==> src/sv/kll_quantile_sketch_core_macros.svh <==
// ----------------------------------------------------------------------------
// KLL sketch assertion macros
// Concurrent assertion wrappers; empty bodies when SYNTHESIS is defined.
// ----------------------------------------------------------------------------
`ifndef KLL_QUANTILE_SKETCH_CORE_MACROS_SVH
`define KLL_QUANTILE_SKETCH_CORE_MACROS_SVH

`ifndef SYNTHESIS
// same-cycle implication
`define KLL_ASSERT_IMP(label, clk, rstn, ante, cons) \
    label: assert property (@(posedge clk) disable iff (!(rstn)) (ante) |-> (cons)) \
        else $error("assertion failed");
// next-cycle implication
`define KLL_ASSERT_NXT(label, clk, rstn, ante, cons) \
    label: assert property (@(posedge clk) disable iff (!(rstn)) (ante) |=> (cons)) \
        else $error("assertion failed");
`else
`define KLL_ASSERT_IMP(label, clk, rstn, ante, cons)
`define KLL_ASSERT_NXT(label, clk, rstn, ante, cons)
`endif

`endif

==> src/sv/kll_pkg.sv <==
// ----------------------------------------------------------------------------
// KLL sketch package
// Sizes, status codes and controller/datapath interface types.
// ----------------------------------------------------------------------------
`timescale 1ns / 1ps
package kll_pkg;
    localparam int COMPACTED_LEVELS = 20;
    localparam int NUM_LEVELS       = COMPACTED_LEVELS + 1;
    localparam int CAPACITY_MAX     = 256;
    localparam int SLOTS            = 2 * CAPACITY_MAX;
    localparam int SLOT_W           = $clog2(SLOTS);
    localparam int LVL_W            = $clog2(NUM_LEVELS);
    localparam int FILL_W           = SLOT_W + 1;
    localparam int ADDR_W           = LVL_W + SLOT_W;
    localparam int MEM_DEPTH        = NUM_LEVELS * SLOTS;
    localparam int CAP_W            = 9;
    localparam int CAP_MIN          = 10;
    localparam int CAP_RESET        = 200;
    localparam int VAL_W            = 32;
    localparam int Q_W              = 16;
    localparam int KEY_W            = 2 * VAL_W;
    localparam int CNT_W            = $clog2(MEM_DEPTH + 1);
    localparam int TOT_W            = VAL_W + 2;

    localparam logic [1:0] STATUS_OK    = 2'd0;
    localparam logic [1:0] STATUS_FULL  = 2'd1;
    localparam logic [1:0] STATUS_EMPTY = 2'd2;

    typedef struct packed {
        logic accept;
        logic push_sample;
        logic comp_init;
        logic pass_start;
        logic pass_all;
        logic emit;
        logic next_key;
        logic flush;
        logic query_init;
        logic set_target;
        logic add_run;
        logic set_full;
        logic set_empty;
        logic res_min;
        logic res_prev;
        logic load_out;
    } kll_cmd_t;

    typedef struct packed {
        logic refuse;
        logic l0_over;
        logic cascade;
        logic pass_done;
        logic found;
        logic any;
        logic emit_last;
        logic run_hit;
    } kll_stat_t;
endpackage

==> src/sv/kll_ctrl.sv <==
// ----------------------------------------------------------------------------
// KLL sketch controller
// Sequences updates, level compaction and quantile queries.
// ----------------------------------------------------------------------------
`timescale 1ns / 1ps
module kll_ctrl (
    input  logic             aclk,
    input  logic             aresetn,
    input  logic             s_tvalid,
    input  logic             s_func,
    input  logic             m_tready,
    input  kll_pkg::kll_stat_t stat,
    output kll_pkg::kll_cmd_t  cmd,
    output logic             s_tready,
    output logic             m_tvalid
);
    import kll_pkg::*;

    localparam logic [3:0] S_IDLE   = 4'd0;
    localparam logic [3:0] S_UPD    = 4'd1;
    localparam logic [3:0] S_CHK    = 4'd2;
    localparam logic [3:0] S_CSTART = 4'd3;
    localparam logic [3:0] S_CSCAN  = 4'd4;
    localparam logic [3:0] S_EMIT   = 4'd5;
    localparam logic [3:0] S_FLUSH  = 4'd6;
    localparam logic [3:0] S_CASC   = 4'd7;
    localparam logic [3:0] S_QSTART = 4'd8;
    localparam logic [3:0] S_QTOT   = 4'd9;
    localparam logic [3:0] S_TGT    = 4'd10;
    localparam logic [3:0] S_QPASS  = 4'd11;
    localparam logic [3:0] S_QSCAN  = 4'd12;
    localparam logic [3:0] S_RESP   = 4'd13;

    logic [3:0] state_reg, state_next;
    logic       mvalid_reg, mvalid_next;

    always_comb begin
        state_next = state_reg;
        cmd        = '0;
        s_tready   = 1'b0;
        unique case (state_reg)
            S_IDLE: begin
                s_tready = 1'b1;
                if (s_tvalid) begin
                    cmd.accept = 1'b1;
                    state_next = s_func ? S_QSTART : S_UPD;
                end
            end
            S_UPD: begin
                if (stat.refuse) begin
                    cmd.set_full = 1'b1;
                    state_next   = S_RESP;
                end else begin
                    cmd.push_sample = 1'b1;
                    state_next      = S_CHK;
                end
            end
            S_CHK: begin
                if (stat.l0_over) begin
                    cmd.comp_init = 1'b1;
                    state_next    = S_CSTART;
                end else begin
                    state_next = S_RESP;
                end
            end
            S_CSTART: begin
                cmd.pass_start = 1'b1;
                state_next     = S_CSCAN;
            end
            S_CSCAN: begin
                if (stat.pass_done) state_next = stat.found ? S_EMIT : S_FLUSH;
            end
            S_EMIT: begin
                cmd.emit = 1'b1;
                if (stat.emit_last) begin
                    cmd.next_key = 1'b1;
                    state_next   = S_CSTART;
                end
            end
            S_FLUSH: begin
                cmd.flush  = 1'b1;
                state_next = S_CASC;
            end
            S_CASC: begin
                state_next = stat.cascade ? S_CSTART : S_RESP;
            end
            S_QSTART: begin
                cmd.query_init = 1'b1;
                cmd.pass_start = 1'b1;
                cmd.pass_all   = 1'b1;
                state_next     = S_QTOT;
            end
            S_QTOT: begin
                if (stat.pass_done) begin
                    if (stat.any) begin
                        state_next = S_TGT;
                    end else begin
                        cmd.set_empty = 1'b1;
                        state_next    = S_RESP;
                    end
                end
            end
            S_TGT: begin
                cmd.set_target = 1'b1;
                state_next     = S_QPASS;
            end
            S_QPASS: begin
                cmd.pass_start = 1'b1;
                cmd.pass_all   = 1'b1;
                state_next     = S_QSCAN;
            end
            S_QSCAN: begin
                if (stat.pass_done) begin
                    if (!stat.found) begin
                        cmd.res_prev = 1'b1;
                        state_next   = S_RESP;
                    end else if (stat.run_hit) begin
                        cmd.res_min = 1'b1;
                        state_next  = S_RESP;
                    end else begin
                        cmd.add_run  = 1'b1;
                        cmd.next_key = 1'b1;
                        state_next   = S_QPASS;
                    end
                end
            end
            S_RESP: begin
                if (!mvalid_reg || m_tready) begin
                    cmd.load_out = 1'b1;
                    state_next   = S_IDLE;
                end
            end
            default: state_next = S_IDLE;
        endcase
    end

    always_comb begin
        mvalid_next = mvalid_reg;
        if (cmd.load_out) mvalid_next = 1'b1;
        else if (m_tready) mvalid_next = 1'b0;
    end

    always_ff @(posedge aclk) begin
        if (!aresetn) begin
            state_reg  <= S_IDLE;
            mvalid_reg <= 1'b0;
        end else begin
            state_reg  <= state_next;
            mvalid_reg <= mvalid_next;
        end
    end

    assign m_tvalid = mvalid_reg;
endmodule

==> config.mk <==
export PLATFORM = sky130hd
export DESIGN_NAME = kll_ctrl
export DESIGN_NICKNAME = d
export VERILOG_FILES = /design/src/sv/kll_quantile_sketch_core_macros.svh /design/src/sv/kll_pkg.sv /design/src/sv/kll_ctrl.sv
export SDC_FILE = /design/constraint.sdc
export NUM_CORES = 1
export LEC_CHECK = 0
export BUFFER_PORTS_ARGS = -buffer_cell sky130_fd_sc_hd__buf_2
export CAP_MARGIN = 20
export CORE_MARGIN = 1
export CORE_UTILIZATION = 25
export CTS_BUF_LIST = sky130_fd_sc_hd__clkbuf_4 sky130_fd_sc_hd__clkbuf_8
export CTS_CLUSTER_DIAMETER = 60
export DETAILED_ROUTE_END_ITERATION = 7
export SLEW_MARGIN = 40
export SYNTH_ARGS = -nofsm -noshare
export SYNTH_HDL_FRONTEND = slang
export SYNTH_SLANG_ARGS = --single-unit
==> constraint.sdc <==
create_clock -name aclk -period 2.4 [get_ports aclk]
set_clock_uncertainty 0.2 [all_clocks]
set_input_delay 0.24 -clock aclk [delete_from_list [all_inputs] [get_ports aclk]]
set_output_delay 0.24 -clock aclk [all_outputs]
set_load 0.005 [all_outputs]
==> metrics.txt, run 1 <==
status finished clean; clk buf depth 2; placement row count 18; Finished Layout Cells 158; top fanout value on the critical path 14; Critical Setup Path Class reg2out; power density cells 1070 nW/um^2; number of buffers created by CTS 3; residual overflow from global routing 0; wirelength, routed 1980 um; Yosys warning total 0; post-cts resize count 0; arrival time at the worst endpoint 1.67 ns; sum of net half-perimeters after detailed placement 1560 um; global-route usage over all layers 13.8%; leading cell types in the layout, fill and taps excluded sky130_fd_sc_hd__buf_2, sky130_fd_sc_hd__nand2_1, sky130_fd_sc_hd__nor2b_1, sky130_fd_sc_hd__nor2_1, sky130_fd_sc_hd__buf_4; Cell Int Power 0.495 mW; # placed instances 154; synthesized area 698 sq um; placement-stage cell area 868 sq um; die boundary height 54.8 um; Post-CTS Setup Repair Bufs 0; TritonCTS clock tree done; sequential power share 20.4%; number of hold-repair buffers added at the cts stage 0; share of cells above drive strength 1 36.7%; Layout area overhead 28.7%; Vias per Instance 5.49; maximum number of pins on one net before global-route repair 16; startpoint type of the worst setup path flop; Static Leak 0.405 nW; Worst IR Drop VDD 0.000461 V; Max Cap Viol 0; first-pass iteration count of the detailed router 4; number of setup violations in the final report 0; filler instances 294; net switching power of the design 0.465 mW; average size of a mapped cell 7.20 sq um; Port Buffer Count 30; number of antenna violations at the first check in global routing 0; CTS clock-pin slew for the worst setup and hold paths 0.05 ns; DRC violations left 0; WL per Instance 12.5 um; effective utilization at floorplan 27.2%; max FFs per register 4; horizontal die dimension 54.8 um; ANT nets after route 0; Sw Share 48.4%; Slew Viols, Final 0; max_slew headroom 62.5%; vias in the first global route 653; RSZ-0062 raised after global routing false; number of instances in the synthesized netlist 97; number of distinct library cells after synthesis 39; Seq/Total Area, Yosys 14.3%; combinational group share of total power 68.2%; Storage cell area 100 sq um; clock latency on the worst-skew pair 0.24 ns; classification of the worst-slack hold path in2reg; overall via count from detail_route 867; number of antenna diodes 0; TritonCTS sink count 5; first-pass GRT wire length 3040 um; Final Wtd Congestion 0.931; number of ports placed on the die boundary 31; portion of total power attributed to the clock network 11.4%; area inside the core boundary 2570 sq um; number of levels the H-tree was split into 1; root buffer selected by CTS sky130_fd_sc_hd__clkbuf_4; flop and latch count out of synthesis 5; nets 142; initial DRC count 37; transition time of the tightest slew-check pin 0.562 ns; portion of the clock cycle consumed by the worst path in the final layout 88.0%; Max Freq 474 MHz; Required @ worst endpoint 1.96 ns; Syn Nets 110; critical path endpoint category output pin; most common cell after layout, fill and taps aside sky130_fd_sc_hd__buf_2; number of hold violations in the final report 0; final hold slack 0.0886 ns; area taken by multi-input logic gates 509 sq um; Total Negative Setup Slacks 0 ns; final critical delay including setup and external delays 2.11 ns; Die Area 3010 sq um; final design area excluding fillers 898 sq um
[power by group through the flow]
| stage | Combinational, mW | Sequential [mW] | Clock [mW] |
|---|---|---|---|
| CTS | 0.653 | 0.192 | 0.115 |
| global route | 0.718 | 0.204 | 0.118 |
| detailed placement | 0.649 | 0.194 | 0 |
| finish | 0.655 | 0.196 | 0.109 |
| floorplan | 0.553 | 0.134 | 0 |
| global placement | 0.646 | 0.191 | 0 |
[final timing paths]
path	end	slack [ns]	depth (start not counted)	from
min reg2reg	m_tvalid$_SDFFE_PN0P_	0.32	2	m_tvalid$_SDFFE_PN0P_
max reg2reg	state_reg[2]$_SDFFE_PN0P_	0.50	5	state_reg[2]$_SDFFE_PN0P_
max	cmd[9]	0.29	5	state_reg[3]$_SDFFE_PN0P_
min	m_tvalid$_SDFFE_PN0P_	0.09	2	aresetn
[layout make-up]
type	instances	area share (%)
tap	30	4.18
inverter	5	2.09
sequential	5	11.1
multi-input combinational	77	56.7
timing repair buffer	37	22.6
clock buffer	4	3.34
[cell usage after synthesis, drive strengths merged]
cell | number | share of area [%]
a21boi | 2 | 2.1
a21o | 1 | 1.1
a21oi | 4 | 2.9
a221oi | 4 | 7.5
a31o | 1 | 1.3
a31oi | 1 | 0.90
a32o | 1 | 1.4
and3 | 2 | 1.8
buf | 10 | 10
dfxtp | 5 | 14
inv | 5 | 2.7
nand2 | 10 | 5.4
nand2b | 3 | 2.7
nand3 | 1 | 0.72
nand3b | 1 | 1.1
nand4b | 1 | 1.3
nand4bb | 1 | 1.6
nor2 | 7 | 3.8
nor2b | 8 | 7.5
nor3 | 7 | 6.6
nor3b | 1 | 1.1
nor4 | 2 | 1.8
o211ai | 1 | 1.8
o21ai | 7 | 5.0
o21bai | 1 | 1.1
o221ai | 1 | 1.3
o22ai | 2 | 1.8
o2bb2ai | 3 | 3.8
o311ai | 1 | 2.3
or2 | 1 | 0.90
or3b | 1 | 1.3
xor2 | 1 | 1.3
[routing by layer]
layer	GRT usage (%)	routed length, um	vias to the layer above
met3	1.67	174	0
met5	0	0	-
met1	22.0	936	406
li1	-	-	417
met4	3.85	0	0
met2	18.5	871	44
[through the flow]
step / power (mW) / worst slack (ns) / util [%]
after global routing: 1.04 / 0.171 / 35.0
final: 0.960 / 0.288 / 35.0
after CTS: 0.960 / 0.298 / 35.0
after global placement: 0.837 / 0.520 / 33.8
after detailed placement: 0.843 / 0.544 / 33.8
after floorplan: 0.688 / 0.830 / -
[kinds of logic (layout without fill, tap and decap cells)]
kind of cell              count (synthesis)  count (layout)  synth area share, %
and+or+nand+nor                          46              46                 37.5
AOI/OAI and AO/OA                        30              30                 34.2
buffers and inverters                    15              46                 12.7
DFF                                       5               5                 14.3
xor gates and xnor gates                  1               1                 1.25
[worst max-delay path: stages (launching register included)]
cell	delay, ns
sky130_fd_sc_hd__dfxtp_1	0.60
sky130_fd_sc_hd__nor2b_1	0.32
sky130_fd_sc_hd__nand3_1	0.17
sky130_fd_sc_hd__nor2b_1	0.16
sky130_fd_sc_hd__a21o_1	0.09
sky130_fd_sc_hd__buf_2	0.10
(Power assumes the default switching activity.)
==> run 2: changes to the inputs <==
ABC_AREA = 1   (was unset)
ABC_CLOCK_PERIOD_IN_PS = 2400   (was unset)
CORE_ASPECT_RATIO = 0.75   (was unset)
==> metrics.txt, run 2 <==
status finished clean; transition time of the tightest slew-check pin 0.443 ns (-0.118 ns); overall via count from detail_route 886 (+2.2%); Die Area 2970 sq um (-1.1%); Syn Nets 151 (+37%); Layout area overhead 28.9%; portion of the clock cycle consumed by the worst path in the final layout 81.5% (-6.5 points); maximum number of pins on one net before global-route repair 12 (-4); worst r2r path cells 7 (+2); number of buffers created by CTS 3 (unchanged); WL per Instance 9.61 um (-23%); share of cells above drive strength 1 28.4% (-8.3 points); Critical Setup Path Class reg2out; Seq/Total Area, Yosys 14.5% (+0.18 points); number of antenna violations at the first check in global routing 0 (unchanged); Post-CTS Setup Repair Bufs 0 (unchanged); final hold slack 0.116 ns (+0.0271 ns); Total Negative Setup Slacks 0 ns (unchanged); initial DRC count 62 (+68%); TritonCTS sink count 5 (unchanged); number of hold violations in the final report 0 (unchanged); vias in the first global route 734 (+12%); origin of the critical flop-to-flop path state_reg[0]$_SDFFE_PN0P_; number of levels the H-tree was split into 1 (unchanged); Post-synth EDFFs 0 (unchanged); crit path from state_reg[0]$_SDFFE_PN0P_; die boundary height 47.5 um (-13%); effective utilization at floorplan 26.5% (-0.70 points); post-cts resize count 0 (unchanged); TritonCTS clock tree done; DRC violations left 0 (unchanged); Max Cap Viol 0 (unchanged); number of setup violations in the final report 0 (unchanged); number of instances in the synthesized netlist 138 (+42%); Port Buffer Count 30 (unchanged); proportion of register bits with asynchronous set or reset after synthesis 0% (unchanged); Worst IR Drop VDD 0.000268 V (-42%); power density cells 903 nW/um^2 (-15%); number of hold-repair buffers added at the cts stage 0 (unchanged); Static Leak 0.589 nW (+45%); Final Total Pwr 0.803 mW (-16%); Vias per Instance 4.32 (-21%); Most used DFF post-synth sky130_fd_sc_hd__dfxtp_1; instance count along the most critical hold path 3 (+1); clk buf depth 2 (unchanged); CTS clock-pin slew for the worst setup and hold paths 0.04 ns (about the same); placement row count 16 (-2); clock latency on the worst-skew pair 0.24 ns (about the same); leading cell type by number of instances after synthesis sky130_fd_sc_hd__nand2_1; RSZ-0062 raised after global routing false; post-synthesis cell type with the largest combined area sky130_fd_sc_hd__nand2_1; final core utilization 34.1% (-0.86 points); average size of a mapped cell 5.00 sq um (-31%); arrival time at the worst endpoint 1.52 ns (-0.15 ns); filler instances 304 (+3.4%); top fanout value on the critical path 11 (-3); Final Wtd Congestion 0.878 (-5.8%); number of distinct library cells after synthesis 18 (-54%); first-pass GRT wire length 3380 um (+11%); global-route usage over all layers 14.9% (+1.1 points); horizontal die dimension 62.6 um (+14%); startpoint type of the worst setup path flop; max_slew headroom 70.4% (+7.9 points); final critical delay including setup and external delays 1.96 ns (-0.155 ns); number of antenna diodes 0 (unchanged); Max Freq 511 MHz (+7.9%); critical path endpoint category output pin; Yosys warning total 0 (unchanged); number of ports placed on the die boundary 31 (unchanged); startpoint of the worst hold path aresetn; residual overflow from global routing 0 (unchanged); synthesized area 689 sq um (-1.3%); ANT nets after route 0 (unchanged); area share of the largest cell type after synthesis 24.5% (+10 points); most area-consuming cells after synthesis sky130_fd_sc_hd__nand2_1, sky130_fd_sc_hd__dfxtp_1, sky130_fd_sc_hd__inv_1; wirelength, routed 1970 um (-0.55%); area inside the core boundary 2600 sq um (+1.4%); root buffer selected by CTS sky130_fd_sc_hd__clkbuf_4; classification of the worst-slack hold path in2reg; max FFs per register 4 (unchanged); Storage cell area 100 sq um (unchanged); leading cell types in the layout, fill and taps excluded sky130_fd_sc_hd__nand2_1, sky130_fd_sc_hd__buf_2, sky130_fd_sc_hd__inv_1, sky130_fd_sc_hd__nor2_1, sky130_fd_sc_hd__nand3_1; sum of net half-perimeters after detailed placement 1670 um (+7.2%); commonest cells in the netlist sky130_fd_sc_hd__nand2_1, sky130_fd_sc_hd__inv_1, sky130_fd_sc_hd__nor2_1, sky130_fd_sc_hd__nand3_1; Finished Layout Cells 205 (+30%); first-pass iteration count of the detailed router 4 (unchanged); most common cell after layout, fill and taps aside sky130_fd_sc_hd__nand2_1; nets 183 (+29%); Required @ worst endpoint 1.96 ns (about the same); area taken by multi-input logic gates 458 sq um (-10%); Slew Viols, Final 0 (unchanged); # placed instances 201 (+31%); flop and latch count out of synthesis 5 (unchanged)
[run 2: logic make-up after synthesis]
logic type / after synthesis / share of synthesized area [%]
buffers and inverters: 31 / 19.1
and+or+nand+nor: 91 / 57.2
DFF: 5 / 14.5
AOI/OAI and AO/OA: 11 / 9.26
[run 2: power by group]
| part | internal [mW] | leakage, nW | switching [mW] |
|---|---|---|---|
| Sequential | 0.107 | 0.0408 | 0.0478 |
| Combinational | 0.186 | 0.529 | 0.354 |
| Clock | 0.0740 | 0.0184 | 0.0332 |
[run 2: per-layer routing]
layer	up-vias	part of all wire (%)	track usage (%)	wire length, um
met3	0	7.2	3.81	141
met5	-	0	0	0
met4	0	0	0	0
li1	473	-	-	-
met2	39	36	22.0	715
met1	374	57	22.7	1120
[run 2: path summary, 6_finish.rpt]
kind	end	slack [ns]
min	m_tvalid$_SDFFE_PN0P_	0.12
max reg2reg	state_reg[3]$_SDFFE_PN0P_	0.71
min reg2reg	state_reg[3]$_SDFFE_PN0P_	0.38
max	cmd[9]	0.44
[run 2: layout make-up]
class                           count  area share (%)
Multi-Input combinational cell    102            51.5
Timing Repair Buffer               30            16.9
Tap cell                           36            5.07
Clock buffer                        4            3.38
Inverter                           28            11.8
Sequential cell                     5            11.3
[run 2: metrics by stage]
| stage | instance area (sq um) | setup WS [ns] |
|---|---|---|
| 2_1_floorplan | 689 | 1.02 |
| 3_3_place_gp | 858 | 0.744 |
| 3_5_place_dp | 858 | 0.699 |
| 4_1_cts | 888 | 0.429 |
| 5_1_grt | 888 | 0.286 |
| 6_report | 888 | 0.444 |
[run 2: critical path, stage by stage, from the launching register on]
cell	delay (ns)
sky130_fd_sc_hd__dfxtp_1	0.37
sky130_fd_sc_hd__nor2_2	0.38
sky130_fd_sc_hd__nand3_1	0.21
sky130_fd_sc_hd__o21ai_0	0.18
sky130_fd_sc_hd__buf_2	0.13
